==> src/sv/touch_report_decoder_macros.svh <==
`ifndef TOUCH_REPORT_DECODER_MACROS_SVH
`define TOUCH_REPORT_DECODER_MACROS_SVH

// Same-cycle implication, sampled on clk, off during rst
`define TRD_ASSERT_SAME(label, ante, cons) \
  label: assert property (@(posedge clk) disable iff (rst) (ante) |-> (cons)) \
    else $error("touch report decoder check failed");

// Next-cycle implication, sampled on clk, off during rst
`define TRD_ASSERT_NEXT(label, ante, cons) \
  label: assert property (@(posedge clk) disable iff (rst) (ante) |=> (cons)) \
    else $error("touch report decoder check failed");

`endif

==> src/sv/trd_pkg.sv <==
`default_nettype none

package trd_pkg;

  localparam int unsigned MAX_SLOTS = 10;
  localparam int unsigned SLOT_W    = 4;
  localparam int unsigned CFG_W     = 16;
  localparam int unsigned CFG_IDX_W = 3;

  localparam logic [1:0] ACT_STATUS = 2'd0;
  localparam logic [1:0] ACT_RECORD = 2'd1;
  localparam logic [1:0] ACT_FAIL   = 2'd2;

  localparam logic [1:0] BK_NONE       = 2'd0;
  localparam logic [1:0] BK_INTEGRATED = 2'd1;
  localparam logic [1:0] BK_STANDALONE = 2'd2;

  localparam logic [1:0] ROT_NONE = 2'd0;
  localparam logic [1:0] ROT_90   = 2'd1;
  localparam logic [1:0] ROT_270  = 2'd2;

  localparam logic [CFG_IDX_W-1:0] REG_BACKEND        = 3'd0;
  localparam logic [CFG_IDX_W-1:0] REG_ROTATION       = 3'd1;
  localparam logic [CFG_IDX_W-1:0] REG_NATIVE_WIDTH   = 3'd2;
  localparam logic [CFG_IDX_W-1:0] REG_NATIVE_HEIGHT  = 3'd3;
  localparam logic [CFG_IDX_W-1:0] REG_LOGICAL_WIDTH  = 3'd4;
  localparam logic [CFG_IDX_W-1:0] REG_LOGICAL_HEIGHT = 3'd5;
  localparam logic [CFG_IDX_W-1:0] REG_FAILURE_LIMIT  = 3'd6;

  localparam logic [14:0] NATIVE_WIDTH_RST   = 15'd720;
  localparam logic [15:0] NATIVE_HEIGHT_RST  = 16'd1280;
  localparam logic [15:0] LOGICAL_WIDTH_RST  = 16'd720;
  localparam logic [15:0] LOGICAL_HEIGHT_RST = 16'd1280;
  localparam logic [7:0]  FAILURE_LIMIT_RST  = 8'd10;

  typedef struct packed {
    logic [1:0] action;
    logic [7:0] status_byte;
    logic [7:0] slot_total;
    logic [7:0] rec_byte_a;
    logic [7:0] rec_byte_b;
    logic [7:0] rec_byte_c;
    logic [7:0] rec_byte_d;
    logic       last_record;
  } trd_in_t;

  typedef struct packed {
    logic        touch_down;
    logic [15:0] pos_x;
    logic [15:0] pos_y;
    logic        clear_request;
    logic        touch_off;
  } trd_out_t;

endpackage

`default_nettype wire

==> src/sv/trd_in_if.sv <==
`default_nettype none

interface trd_in_if;
  logic            valid;
  logic            ready;
  trd_pkg::trd_in_t data;

  modport source (output valid, output data, input ready);
  modport sink (input valid, input data, output ready);
endinterface

`default_nettype wire

==> src/sv/trd_out_if.sv <==
`default_nettype none

interface trd_out_if;
  logic             valid;
  logic             ready;
  trd_pkg::trd_out_t data;

  modport source (output valid, output data, input ready);
  modport sink (input valid, input data, output ready);
endinterface

`default_nettype wire

==> src/sv/touch_report_decoder.sv <==
// An item is held in the input register; its result is registered in the result register.
// Throughput: 1 item per cycle unless the output stalls; input register and result
// register form the pipeline. Items that give no result still pass the input register.
// Reset (rst, synchronous, active high): empty pipeline, poll and error state cleared,
// configuration registers at their documented defaults.
`default_nettype none
`include "touch_report_decoder_macros.svh"

module touch_report_decoder (
  input  wire logic                           clk,
  input  wire logic                           rst,
  trd_in_if.sink                              in_ch,
  trd_out_if.source                           out_ch,
  input  wire logic                           cfg_we,
  input  wire logic [trd_pkg::CFG_IDX_W-1:0]  cfg_index,
  input  wire logic [trd_pkg::CFG_W-1:0]      cfg_data
);

  logic [1:0]  backend_kind;
  logic [1:0]  rotation_mode;
  logic [14:0] native_width;
  logic [15:0] native_height;
  logic [15:0] logical_width;
  logic [15:0] logical_height;
  logic [7:0]  failure_limit;

  logic                      collecting, collecting_next;
  logic                      contact_found, contact_found_next;
  logic [15:0]               held_x, held_x_next;
  logic [15:0]               held_y, held_y_next;
  logic [trd_pkg::SLOT_W-1:0] slot_index, slot_index_next;
  logic [7:0]                error_run, error_run_next;
  logic                      latched_off, latched_off_next;

  logic              stage_valid;
  trd_pkg::trd_in_t  stage_item;
  logic              out_valid;
  trd_pkg::trd_out_t out_data;

  logic              advance;
  logic              fire;
  logic              emit;
  trd_pkg::trd_out_t res;

  logic        active;
  logic        known_action;
  logic [7:0]  err_inc;
  logic [15:0] map_nx, map_ny;
  logic [14:0] nw_top;
  logic [15:0] nh_top, lw_top, lh_top;
  logic [15:0] cx, cy;
  logic [15:0] map_x, map_y;

  assign advance      = !out_valid || out_ch.ready;
  assign in_ch.ready  = !stage_valid || advance;
  assign fire         = stage_valid && advance;
  assign out_ch.valid = out_valid;
  assign out_ch.data  = out_data;

  // Point mapping: clamp to native panel, rotate, clamp to logical surface
  always_comb begin
    if (backend_kind == trd_pkg::BK_INTEGRATED) begin
      map_nx = {2'b00, stage_item.rec_byte_a[5:0], stage_item.rec_byte_b};
      map_ny = {stage_item.rec_byte_c, stage_item.rec_byte_d};
    end else begin
      map_nx = {stage_item.rec_byte_b, stage_item.rec_byte_a};
      map_ny = {stage_item.rec_byte_d, stage_item.rec_byte_c};
    end
    nw_top = (native_width == 15'd0) ? 15'd0 : native_width - 15'd1;
    nh_top = (native_height == 16'd0) ? 16'd0 : native_height - 16'd1;
    lw_top = (logical_width == 16'd0) ? 16'd0 : logical_width - 16'd1;
    lh_top = (logical_height == 16'd0) ? 16'd0 : logical_height - 16'd1;
    cx = (map_nx > {1'b0, nw_top}) ? {1'b0, nw_top} : map_nx;
    cy = (map_ny > nh_top) ? nh_top : map_ny;
    case (rotation_mode)
      trd_pkg::ROT_90: begin
        map_x = (cy > lw_top) ? 16'd0 : lw_top - cy;
        map_y = (cx > lh_top) ? lh_top : cx;
      end
      trd_pkg::ROT_270: begin
        map_x = (cy > lw_top) ? lw_top : cy;
        map_y = (cx > lh_top) ? 16'd0 : lh_top - cx;
      end
      default: begin
        map_x = (cx > lw_top) ? lw_top : cx;
        map_y = (cy > lh_top) ? lh_top : cy;
      end
    endcase
  end

  always_comb begin
    collecting_next    = collecting;
    contact_found_next = contact_found;
    held_x_next        = held_x;
    held_y_next        = held_y;
    slot_index_next    = slot_index;
    error_run_next     = error_run;
    latched_off_next   = latched_off;
    emit               = 1'b0;
    res                = '0;

    active = ((backend_kind == trd_pkg::BK_INTEGRATED) ||
              (backend_kind == trd_pkg::BK_STANDALONE)) && !latched_off;
    known_action = (stage_item.action == trd_pkg::ACT_STATUS) ||
                   (stage_item.action == trd_pkg::ACT_RECORD) ||
                   (stage_item.action == trd_pkg::ACT_FAIL);
    err_inc = (error_run == 8'hFF) ? error_run : error_run + 8'd1;

    if (known_action && !active) begin
      collecting_next = 1'b0;
      if (stage_item.action != trd_pkg::ACT_RECORD) begin
        emit          = 1'b1;
        res.touch_off = 1'b1;
      end
    end else begin
      unique case (stage_item.action)
        trd_pkg::ACT_FAIL: begin
          collecting_next = 1'b0;
          error_run_next  = err_inc;
          if (err_inc >= failure_limit) begin
            latched_off_next = 1'b1;
          end
          emit          = 1'b1;
          res.touch_off = latched_off_next;
        end
        trd_pkg::ACT_STATUS: begin
          collecting_next    = 1'b0;
          contact_found_next = 1'b0;
          slot_index_next    = '0;
          held_x_next        = '0;
          held_y_next        = '0;
          if (backend_kind == trd_pkg::BK_INTEGRATED) begin
            if (!stage_item.status_byte[3] || stage_item.slot_total == 8'd0) begin
              error_run_next = '0;
              emit           = 1'b1;
            end else begin
              collecting_next = 1'b1;
            end
          end else if (!stage_item.status_byte[7]) begin
            error_run_next = '0;
            emit           = 1'b1;
          end else if (stage_item.status_byte[4] ||
                       stage_item.status_byte[3:0] == 4'd0) begin
            error_run_next    = '0;
            emit              = 1'b1;
            res.clear_request = 1'b1;
          end else begin
            collecting_next = 1'b1;
          end
        end
        trd_pkg::ACT_RECORD: begin
          if (collecting) begin
            if (backend_kind == trd_pkg::BK_INTEGRATED) begin
              if (slot_index < trd_pkg::SLOT_W'(trd_pkg::MAX_SLOTS) && !contact_found &&
                  stage_item.rec_byte_a[7]) begin
                held_x_next        = map_x;
                held_y_next        = map_y;
                contact_found_next = 1'b1;
              end
              if (slot_index != '1) begin
                slot_index_next = slot_index + 1'b1;
              end
              if (stage_item.last_record) begin
                collecting_next = 1'b0;
                error_run_next  = '0;
                emit            = 1'b1;
                res.touch_down  = contact_found_next;
                res.pos_x       = contact_found_next ? held_x_next : 16'd0;
                res.pos_y       = contact_found_next ? held_y_next : 16'd0;
              end
            end else begin
              held_x_next       = map_x;
              held_y_next       = map_y;
              collecting_next   = 1'b0;
              error_run_next    = '0;
              emit              = 1'b1;
              res.touch_down    = 1'b1;
              res.pos_x         = map_x;
              res.pos_y         = map_y;
              res.clear_request = 1'b1;
            end
          end
        end
        default: begin
        end
      endcase
    end
  end

  always_ff @(posedge clk) begin
    if (rst) begin
      stage_valid    <= 1'b0;
      out_valid      <= 1'b0;
      collecting     <= 1'b0;
      contact_found  <= 1'b0;
      held_x         <= '0;
      held_y         <= '0;
      slot_index     <= '0;
      error_run      <= '0;
      latched_off    <= 1'b0;
      backend_kind   <= trd_pkg::BK_NONE;
      rotation_mode  <= trd_pkg::ROT_NONE;
      native_width   <= trd_pkg::NATIVE_WIDTH_RST;
      native_height  <= trd_pkg::NATIVE_HEIGHT_RST;
      logical_width  <= trd_pkg::LOGICAL_WIDTH_RST;
      logical_height <= trd_pkg::LOGICAL_HEIGHT_RST;
      failure_limit  <= trd_pkg::FAILURE_LIMIT_RST;
    end else begin
      if (in_ch.ready) begin
        stage_valid <= in_ch.valid;
      end
      if (advance) begin
        out_valid <= stage_valid && emit;
      end
      if (fire) begin
        collecting    <= collecting_next;
        contact_found <= contact_found_next;
        held_x        <= held_x_next;
        held_y        <= held_y_next;
        slot_index    <= slot_index_next;
        error_run     <= error_run_next;
        latched_off   <= latched_off_next;
      end
      if (cfg_we) begin
        case (cfg_index)
          trd_pkg::REG_BACKEND: begin
            backend_kind <= cfg_data[1:0];
            collecting   <= 1'b0;
            error_run    <= '0;
            latched_off  <= 1'b0;
          end
          trd_pkg::REG_ROTATION:       rotation_mode  <= cfg_data[1:0];
          trd_pkg::REG_NATIVE_WIDTH:   native_width   <= cfg_data[14:0];
          trd_pkg::REG_NATIVE_HEIGHT:  native_height  <= cfg_data[15:0];
          trd_pkg::REG_LOGICAL_WIDTH:  logical_width  <= cfg_data[15:0];
          trd_pkg::REG_LOGICAL_HEIGHT: logical_height <= cfg_data[15:0];
          trd_pkg::REG_FAILURE_LIMIT:  failure_limit  <= cfg_data[7:0];
          default: begin
          end
        endcase
      end
    end
  end

  // Payload registers
  always_ff @(posedge clk) begin
    if (in_ch.ready) begin
      stage_item <= in_ch.data;
    end
    if (fire && emit) begin
      out_data <= res;
    end
  end

  `TRD_ASSERT_SAME(a_no_touch_zero_pos, out_valid && !out_data.touch_down,
    out_data.pos_x == 16'd0 && out_data.pos_y == 16'd0)
  `TRD_ASSERT_SAME(a_touch_not_off, out_valid && out_data.touch_down, !out_data.touch_off)
  `TRD_ASSERT_SAME(a_latched_has_errors, latched_off, error_run != 8'd0)
  `TRD_ASSERT_SAME(a_found_after_slot, contact_found, slot_index != '0)
  `TRD_ASSERT_NEXT(a_stage_hold, stage_valid && !advance,
    stage_valid && $stable(stage_item))

endmodule

`default_nettype wire
==> src/flat_wrapper.sv <==
// flat-port wrapper written by rule: the top's interface ports become plain ports
module touch_report_decoder_flat 
  (clk, rst, cfg_we, cfg_index, cfg_data, in_ch_valid, in_ch_data, in_ch_ready, out_ch_valid, out_ch_data, out_ch_ready);
  trd_in_if in_ch_i ();
  trd_out_if out_ch_i ();
  input  wire logic clk;
  input  wire logic rst;
  input  wire logic cfg_we;
  input  wire logic [trd_pkg::CFG_IDX_W-1:0] cfg_index;
  input  wire logic [trd_pkg::CFG_W-1:0] cfg_data;
  input wire logic [$bits(in_ch_i.valid)-1:0] in_ch_valid;
  input wire logic [$bits(in_ch_i.data)-1:0] in_ch_data;
  output wire logic [$bits(in_ch_i.ready)-1:0] in_ch_ready;
  output wire logic [$bits(out_ch_i.valid)-1:0] out_ch_valid;
  output wire logic [$bits(out_ch_i.data)-1:0] out_ch_data;
  input wire logic [$bits(out_ch_i.ready)-1:0] out_ch_ready;
  assign in_ch_i.valid = in_ch_valid;
  assign in_ch_i.data = in_ch_data;
  assign in_ch_ready = in_ch_i.ready;
  assign out_ch_valid = out_ch_i.valid;
  assign out_ch_data = out_ch_i.data;
  assign out_ch_i.ready = out_ch_ready;
  touch_report_decoder u_core (.clk(clk), .rst(rst), .in_ch(in_ch_i), .out_ch(out_ch_i), .cfg_we(cfg_we), .cfg_index(cfg_index), .cfg_data(cfg_data));
endmodule
==> config.mk <==
export PLATFORM = sky130hd
export DESIGN_NAME = touch_report_decoder_flat
export DESIGN_NICKNAME = d
export VERILOG_FILES = /design/src/sv/trd_pkg.sv /design/src/sv/trd_in_if.sv /design/src/sv/trd_out_if.sv /design/src/sv/touch_report_decoder.sv /design/src/flat_wrapper.sv
export VERILOG_INCLUDE_DIRS = /design/src /design/src/sv
export SDC_FILE = /design/constraint.sdc
export NUM_CORES = 1
export LEC_CHECK = 0
export ABC_AREA = 1
export BUFFER_PORTS_ARGS = -buffer_cell sky130_fd_sc_hd__buf_2
export CELL_PAD_IN_SITES_DETAIL_PLACEMENT = 2
export CELL_PAD_IN_SITES_GLOBAL_PLACEMENT = 2
export CORE_ASPECT_RATIO = 0.5
export CORE_UTILIZATION = 25
export CTS_CLUSTER_DIAMETER = 100
export DETAILED_ROUTE_END_ITERATION = 16
export PLACE_DENSITY = 0.72
export SLEW_MARGIN = 0
export SYNTH_ARGS = -nofsm -noshare
export SYNTH_HDL_FRONTEND = slang
export SYNTH_SLANG_ARGS = --single-unit
==> constraint.sdc <==
create_clock -name clk -period 5.2 [get_ports clk]
set_clock_uncertainty 0.1 [all_clocks]
set_input_delay 0.26 -clock clk [delete_from_list [all_inputs] [get_ports clk]]
set_output_delay 0.26 -clock clk [all_outputs]
set_load 0.05 [all_outputs]
==> impl_metrics.xml <==
<?xml version="1.0" encoding="UTF-8"?>
<metrics>
  <group name="global_route">
    <metric name="global_route.usage.total" unit="%">22.27</metric>
    <metric name="grt_remaining_overflow" unit="">0</metric>
    <metric name="grt_max_degree" unit="">56</metric>
    <metric name="first_global_vias" unit="">18550</metric>
    <metric name="antenna_found_initial" unit="">1</metric>
    <metric name="grt_first_pass_wirelength" unit="um">110800</metric>
  </group>
  <group name="power_and_ir_drop">
    <metric name="pwr_density_cell" unit="nW/um^2">293.9</metric>
    <metric name="share_seq_of_total_power" unit="%">28.4</metric>
    <metric name="internal_power" unit="mW">3.781</metric>
    <metric name="switchingPower" unit="mW">2.529</metric>
    <metric name="switching_power_share_of_the_total" unit="%">40.08</metric>
    <metric name="ir_drop_worst_case_vdd" unit="uV">232.9</metric>
    <metric name="power_frac_comb" unit="%">42.4</metric>
    <metric name="power.static_leakage" unit="nW">10.01</metric>
    <metric name="power" unit="mW">6.310</metric>
    <metric name="pwr-share-clk" unit="%">29.2</metric>
  </group>
  <group name="timing">
    <metric name="worstMarginPinSlew" unit="ns">1.150</metric>
    <metric name="totalNegativeSetupSlack" unit="ns">-1.467</metric>
    <metric name="min_period" unit="ns">5.366</metric>
    <metric name="final_critical_path_setup_slack" unit="ns">-0.1659</metric>
    <metric name="layout_worst_path_cycle_share" unit="%">103.2</metric>
    <metric name="final.hold.worst_slack" unit="ns">0.08530</metric>
    <metric name="slew_headroom" unit="%">22.49</metric>
    <metric name="timing.final.max_slew_violations" unit="">0</metric>
    <metric name="setup_viol" unit="">26</metric>
    <metric name="finalHoldViolCount" unit="">0</metric>
    <metric name="timing.fmax" unit="MHz">186.4</metric>
    <metric name="unrepaired_setup_endpoints_after_global_routing" unit="">yes</metric>
  </group>
  <group name="synth">
    <metric name="synth_enable_flop_cells" unit="">84</metric>
    <metric name="ys_top_cells_by_count" unit="">583 x sky130_fd_sc_hd__nand2_1, 296 x sky130_fd_sc_hd__inv_1, 294 x sky130_fd_sc_hd__nand3_1</metric>
    <metric name="synth_area_leaders" unit="">sky130_fd_sc_hd__edfxtp_1 16%, sky130_fd_sc_hd__dfxtp_1 16%, sky130_fd_sc_hd__nand2_1 14%</metric>
    <metric name="netlist-cell-type-count" unit="">53</metric>
    <metric name="synth_top_area_cell" unit="">sky130_fd_sc_hd__edfxtp_1</metric>
    <metric name="yosys_register_bits" unit="">208</metric>
    <metric name="async_sr_flop_fraction" unit="%">0</metric>
    <metric name="syn_avg_cell_area" unit="sq um">6.685</metric>
    <metric name="cell_area_after_synthesis" unit="sq um">15840</metric>
    <metric name="post-synth-top-area-fraction" unit="%">15.93</metric>
    <metric name="postSynthCellCount" unit="">2369</metric>
    <metric name="synth_fp_nets" unit="">2560</metric>
    <metric name="synth-seq-area-share" unit="%">31.60</metric>
    <metric name="synth_ff_type" unit="">sky130_fd_sc_hd__dfxtp_1</metric>
    <metric name="post-synth-top-count-cell" unit="">sky130_fd_sc_hd__nand2_1</metric>
    <metric name="synth-warning-count" unit="">0</metric>
  </group>
  <group name="detailed_routing">
    <metric name="routed-via-count" unit="">17900</metric>
    <metric name="totalWireLength" unit="um">77410</metric>
    <metric name="drt_iter0_drc" unit="">1095</metric>
    <metric name="detail-route-antenna-nets" unit="">0</metric>
    <metric name="detailed_router_iteration_count_before_antenna_repair" unit="">8</metric>
    <metric name="drc" unit="">0</metric>
    <metric name="vias_per_cell" unit="">5.063</metric>
    <metric name="avgRoutedWirePerCell" unit="um">21.89</metric>
  </group>
  <group name="floorplan">
    <metric name="core_region" unit="sq um">61820</metric>
    <metric name="placement_rows" unit="">64</metric>
    <metric name="die_width" unit="um">357.9</metric>
    <metric name="die_h" unit="um">180.0</metric>
    <metric name="design.die.area" unit="sq um">64420</metric>
    <metric name="ioPinCount" unit="">112</metric>
    <metric name="start_util" unit="%">25.62</metric>
  </group>
  <group name="flow_run">
    <metric name="max-cap-violations" unit="">0</metric>
  </group>
  <group name="worst_setup_path">
    <metric name="crit_path_max_fanout" unit="">8</metric>
    <metric name="max_stage_delay" unit="ns">0.33</metric>
    <metric name="critPathKind" unit="">reg -&gt; reg</metric>
    <metric name="startpoint_type" unit="">register</metric>
    <metric name="cp.arrival" unit="ns">5.59</metric>
    <metric name="slowest_stage" unit="">sky130_fd_sc_hd__dfxtp_2</metric>
    <metric name="setup.worst_path.end_class" unit="">register</metric>
    <metric name="cp_common_cell" unit="">sky130_fd_sc_hd__nand2_1</metric>
    <metric name="critPathRequiredTime" unit="ns">5.43</metric>
  </group>
  <group name="cells_and_area">
    <metric name="postLayoutCellArea" unit="sq um">21470</metric>
    <metric name="fraction_of_layout_instances_using_a_drive_strength_above_1" unit="%">24.32</metric>
    <metric name="areaGrowthSynthToFinish" unit="%">35.58</metric>
    <metric name="regArea" unit="sq um">5010</metric>
    <metric name="multi_input_comb_area" unit="sq um">10570</metric>
    <metric name="final-instance-count-excl-fill" unit="">3536</metric>
    <metric name="final_core_utilization" unit="%">34.73</metric>
    <metric name="nets" unit="">2882</metric>
    <metric name="nFillCells" unit="">7225</metric>
  </group>
  <group name="run_status">
    <metric name="failed_checks" unit="">negative setup slack</metric>
    <metric name="run_status" unit="">complete, but fails checks</metric>
  </group>
  <group name="cts">
    <metric name="h-tree-depth" unit="">1</metric>
    <metric name="clk_latency" unit="ns">0.58</metric>
    <metric name="tritoncts" unit="">built</metric>
    <metric name="clockBufferDepth" unit="">3</metric>
    <metric name="clkTransAtPathRegs" unit="ns">0.07</metric>
    <metric name="cts_inserted_buffers" unit="">25</metric>
    <metric name="clock_sink_count" unit="">208</metric>
    <metric name="clockRootBuffer" unit="">sky130_fd_sc_hd__clkbuf_16</metric>
  </group>
  <group name="place">
    <metric name="dp_hpwl" unit="um">56090</metric>
    <metric name="placedInstanceArea" unit="sq um">18370</metric>
    <metric name="io_buffers" unit="">109</metric>
    <metric name="dpl.cell_count" unit="">3385</metric>
    <metric name="dp_worst_setup_slack" unit="ns">-0.2520</metric>
    <metric name="place.gp.congestion" unit="">0.9339</metric>
  </group>
  <group name="hold_path">
    <metric name="min_path_type" unit="">in -&gt; reg</metric>
  </group>
</metrics>
==> critical path: cells and delay by family (launching register included) <==
family          cells  cell delay (ns)
compound gates      1             0.10
simple gates       21             2.75
flops               1             0.33
fa+ha+maj           3             0.74
buf+inv             7             0.95
xor+xnor            1             0.13
==> worst paths after layout <==
check,startpoint,endpoint,slack [ns],cells after the start
min,cfg_data[2],u_core.native_width[2],0.09,3
max reg2reg,u_core.native_height[0],u_core.out_ch.data[17],-0.17,33
min reg2reg,u_core.failure_limit[2],u_core.failure_limit[2],0.36,2
max,u_core.native_height[0],u_core.out_ch.data[17],-0.17,33
==> layout make-up <==
| type | instances | area share (%) |
|---|---|---|
| multi-input cells | 1777 | 49.21 |
| flip-flops and latches | 208 | 23.33 |
| repair buffers | 372 | 13.35 |
| inverters | 307 | 5.454 |
| well taps | 825 | 4.807 |
| clock buffers | 28 | 3.059 |
| clock inverters | 18 | 0.7750 |
| diodes | 1 | 0.01165 |
==> state kept, by name, summed over array words and instances, names as in the netlist <==
| register | cells |
|---|---|
| u_core.stage_item | 49 |
| u_core.backend_kind | 2 |
| u_core.latched_off | 1 |
| u_core.held_x | 16 |
| u_core.held_y | 16 |
| u_core.error_run | 8 |
| u_core.collecting | 1 |
| u_core.stage_valid | 1 |
| u_core.out_ch.data | 35 |
| u_core.out_ch.valid | 1 |
| u_core.failure_limit | 8 |
| u_core.rotation_mode | 2 |
| u_core.logical_height | 16 |
| u_core.native_height | 16 |
| u_core.logical_width | 16 |
| u_core.contact_found | 1 |
| u_core.native_width | 15 |
| u_core.slot_index | 4 |
==> power groups by stage <==
stage	logic, mW	registers [mW]	clock network [mW]
after CTS	2.23	1.79	1.88
after global routing	2.88	1.80	1.94
after global placement	2.08	1.82	0
after floorplan	1.22	1.85	0
after detailed placement	2.16	1.82	0
final	2.68	1.79	1.84
==> routing by layer <==
metal / routed length (um) / GRT usage [%] / vias up
li1: - / - / 8449
met1: 36350 / 31.16 / 8950
met2: 35650 / 35.69 / 391
met3: 3218 / 2.802 / 112
met4: 2197 / 6.230 / 0
met5: 0 / 0 / -
==> cells by family after synthesis <==
family          count (synthesis)  share of synthesized area [%]
simple gates                 1216                          33.50
compound gates                390                          13.17
buf+inv                       387                          9.623
flops                         208                          31.60
fa+ha+maj                     116                          9.260
xor+xnor                       48                          2.655
other cells                     2                        0.04742
mux                             2                         0.1422
==> cells in the final DEF (no fill, tap or decap), types with 66 or more instances in the layout <==
cell                            instances
sky130_fd_sc_hd__nand2_1              512
sky130_fd_sc_hd__nand2_2               81
sky130_fd_sc_hd__a21oi_1              173
sky130_fd_sc_hd__o21ai_0              113
sky130_fd_sc_hd__edfxtp_1              84
sky130_fd_sc_hd__ha_1                  96
sky130_fd_sc_hd__dlygate4sd3_1         66
sky130_fd_sc_hd__nand3_1              232
sky130_fd_sc_hd__nor2_1               184
sky130_fd_sc_hd__buf_2                109
sky130_fd_sc_hd__buf_4                179
sky130_fd_sc_hd__inv_1                282
sky130_fd_sc_hd__dfxtp_1              120
==> timing repair <==
item                                   CTS  global route
gates cloned                             0             5
setup endpoints to repair               64            64
pin swaps                                4            91
hold buffers                            66             0
buffers inserted                         4            29
endpoints found under the hold margin   86             0
resized for setup                       34           290
No activity file was read; power rests on OpenSTA's default activity.
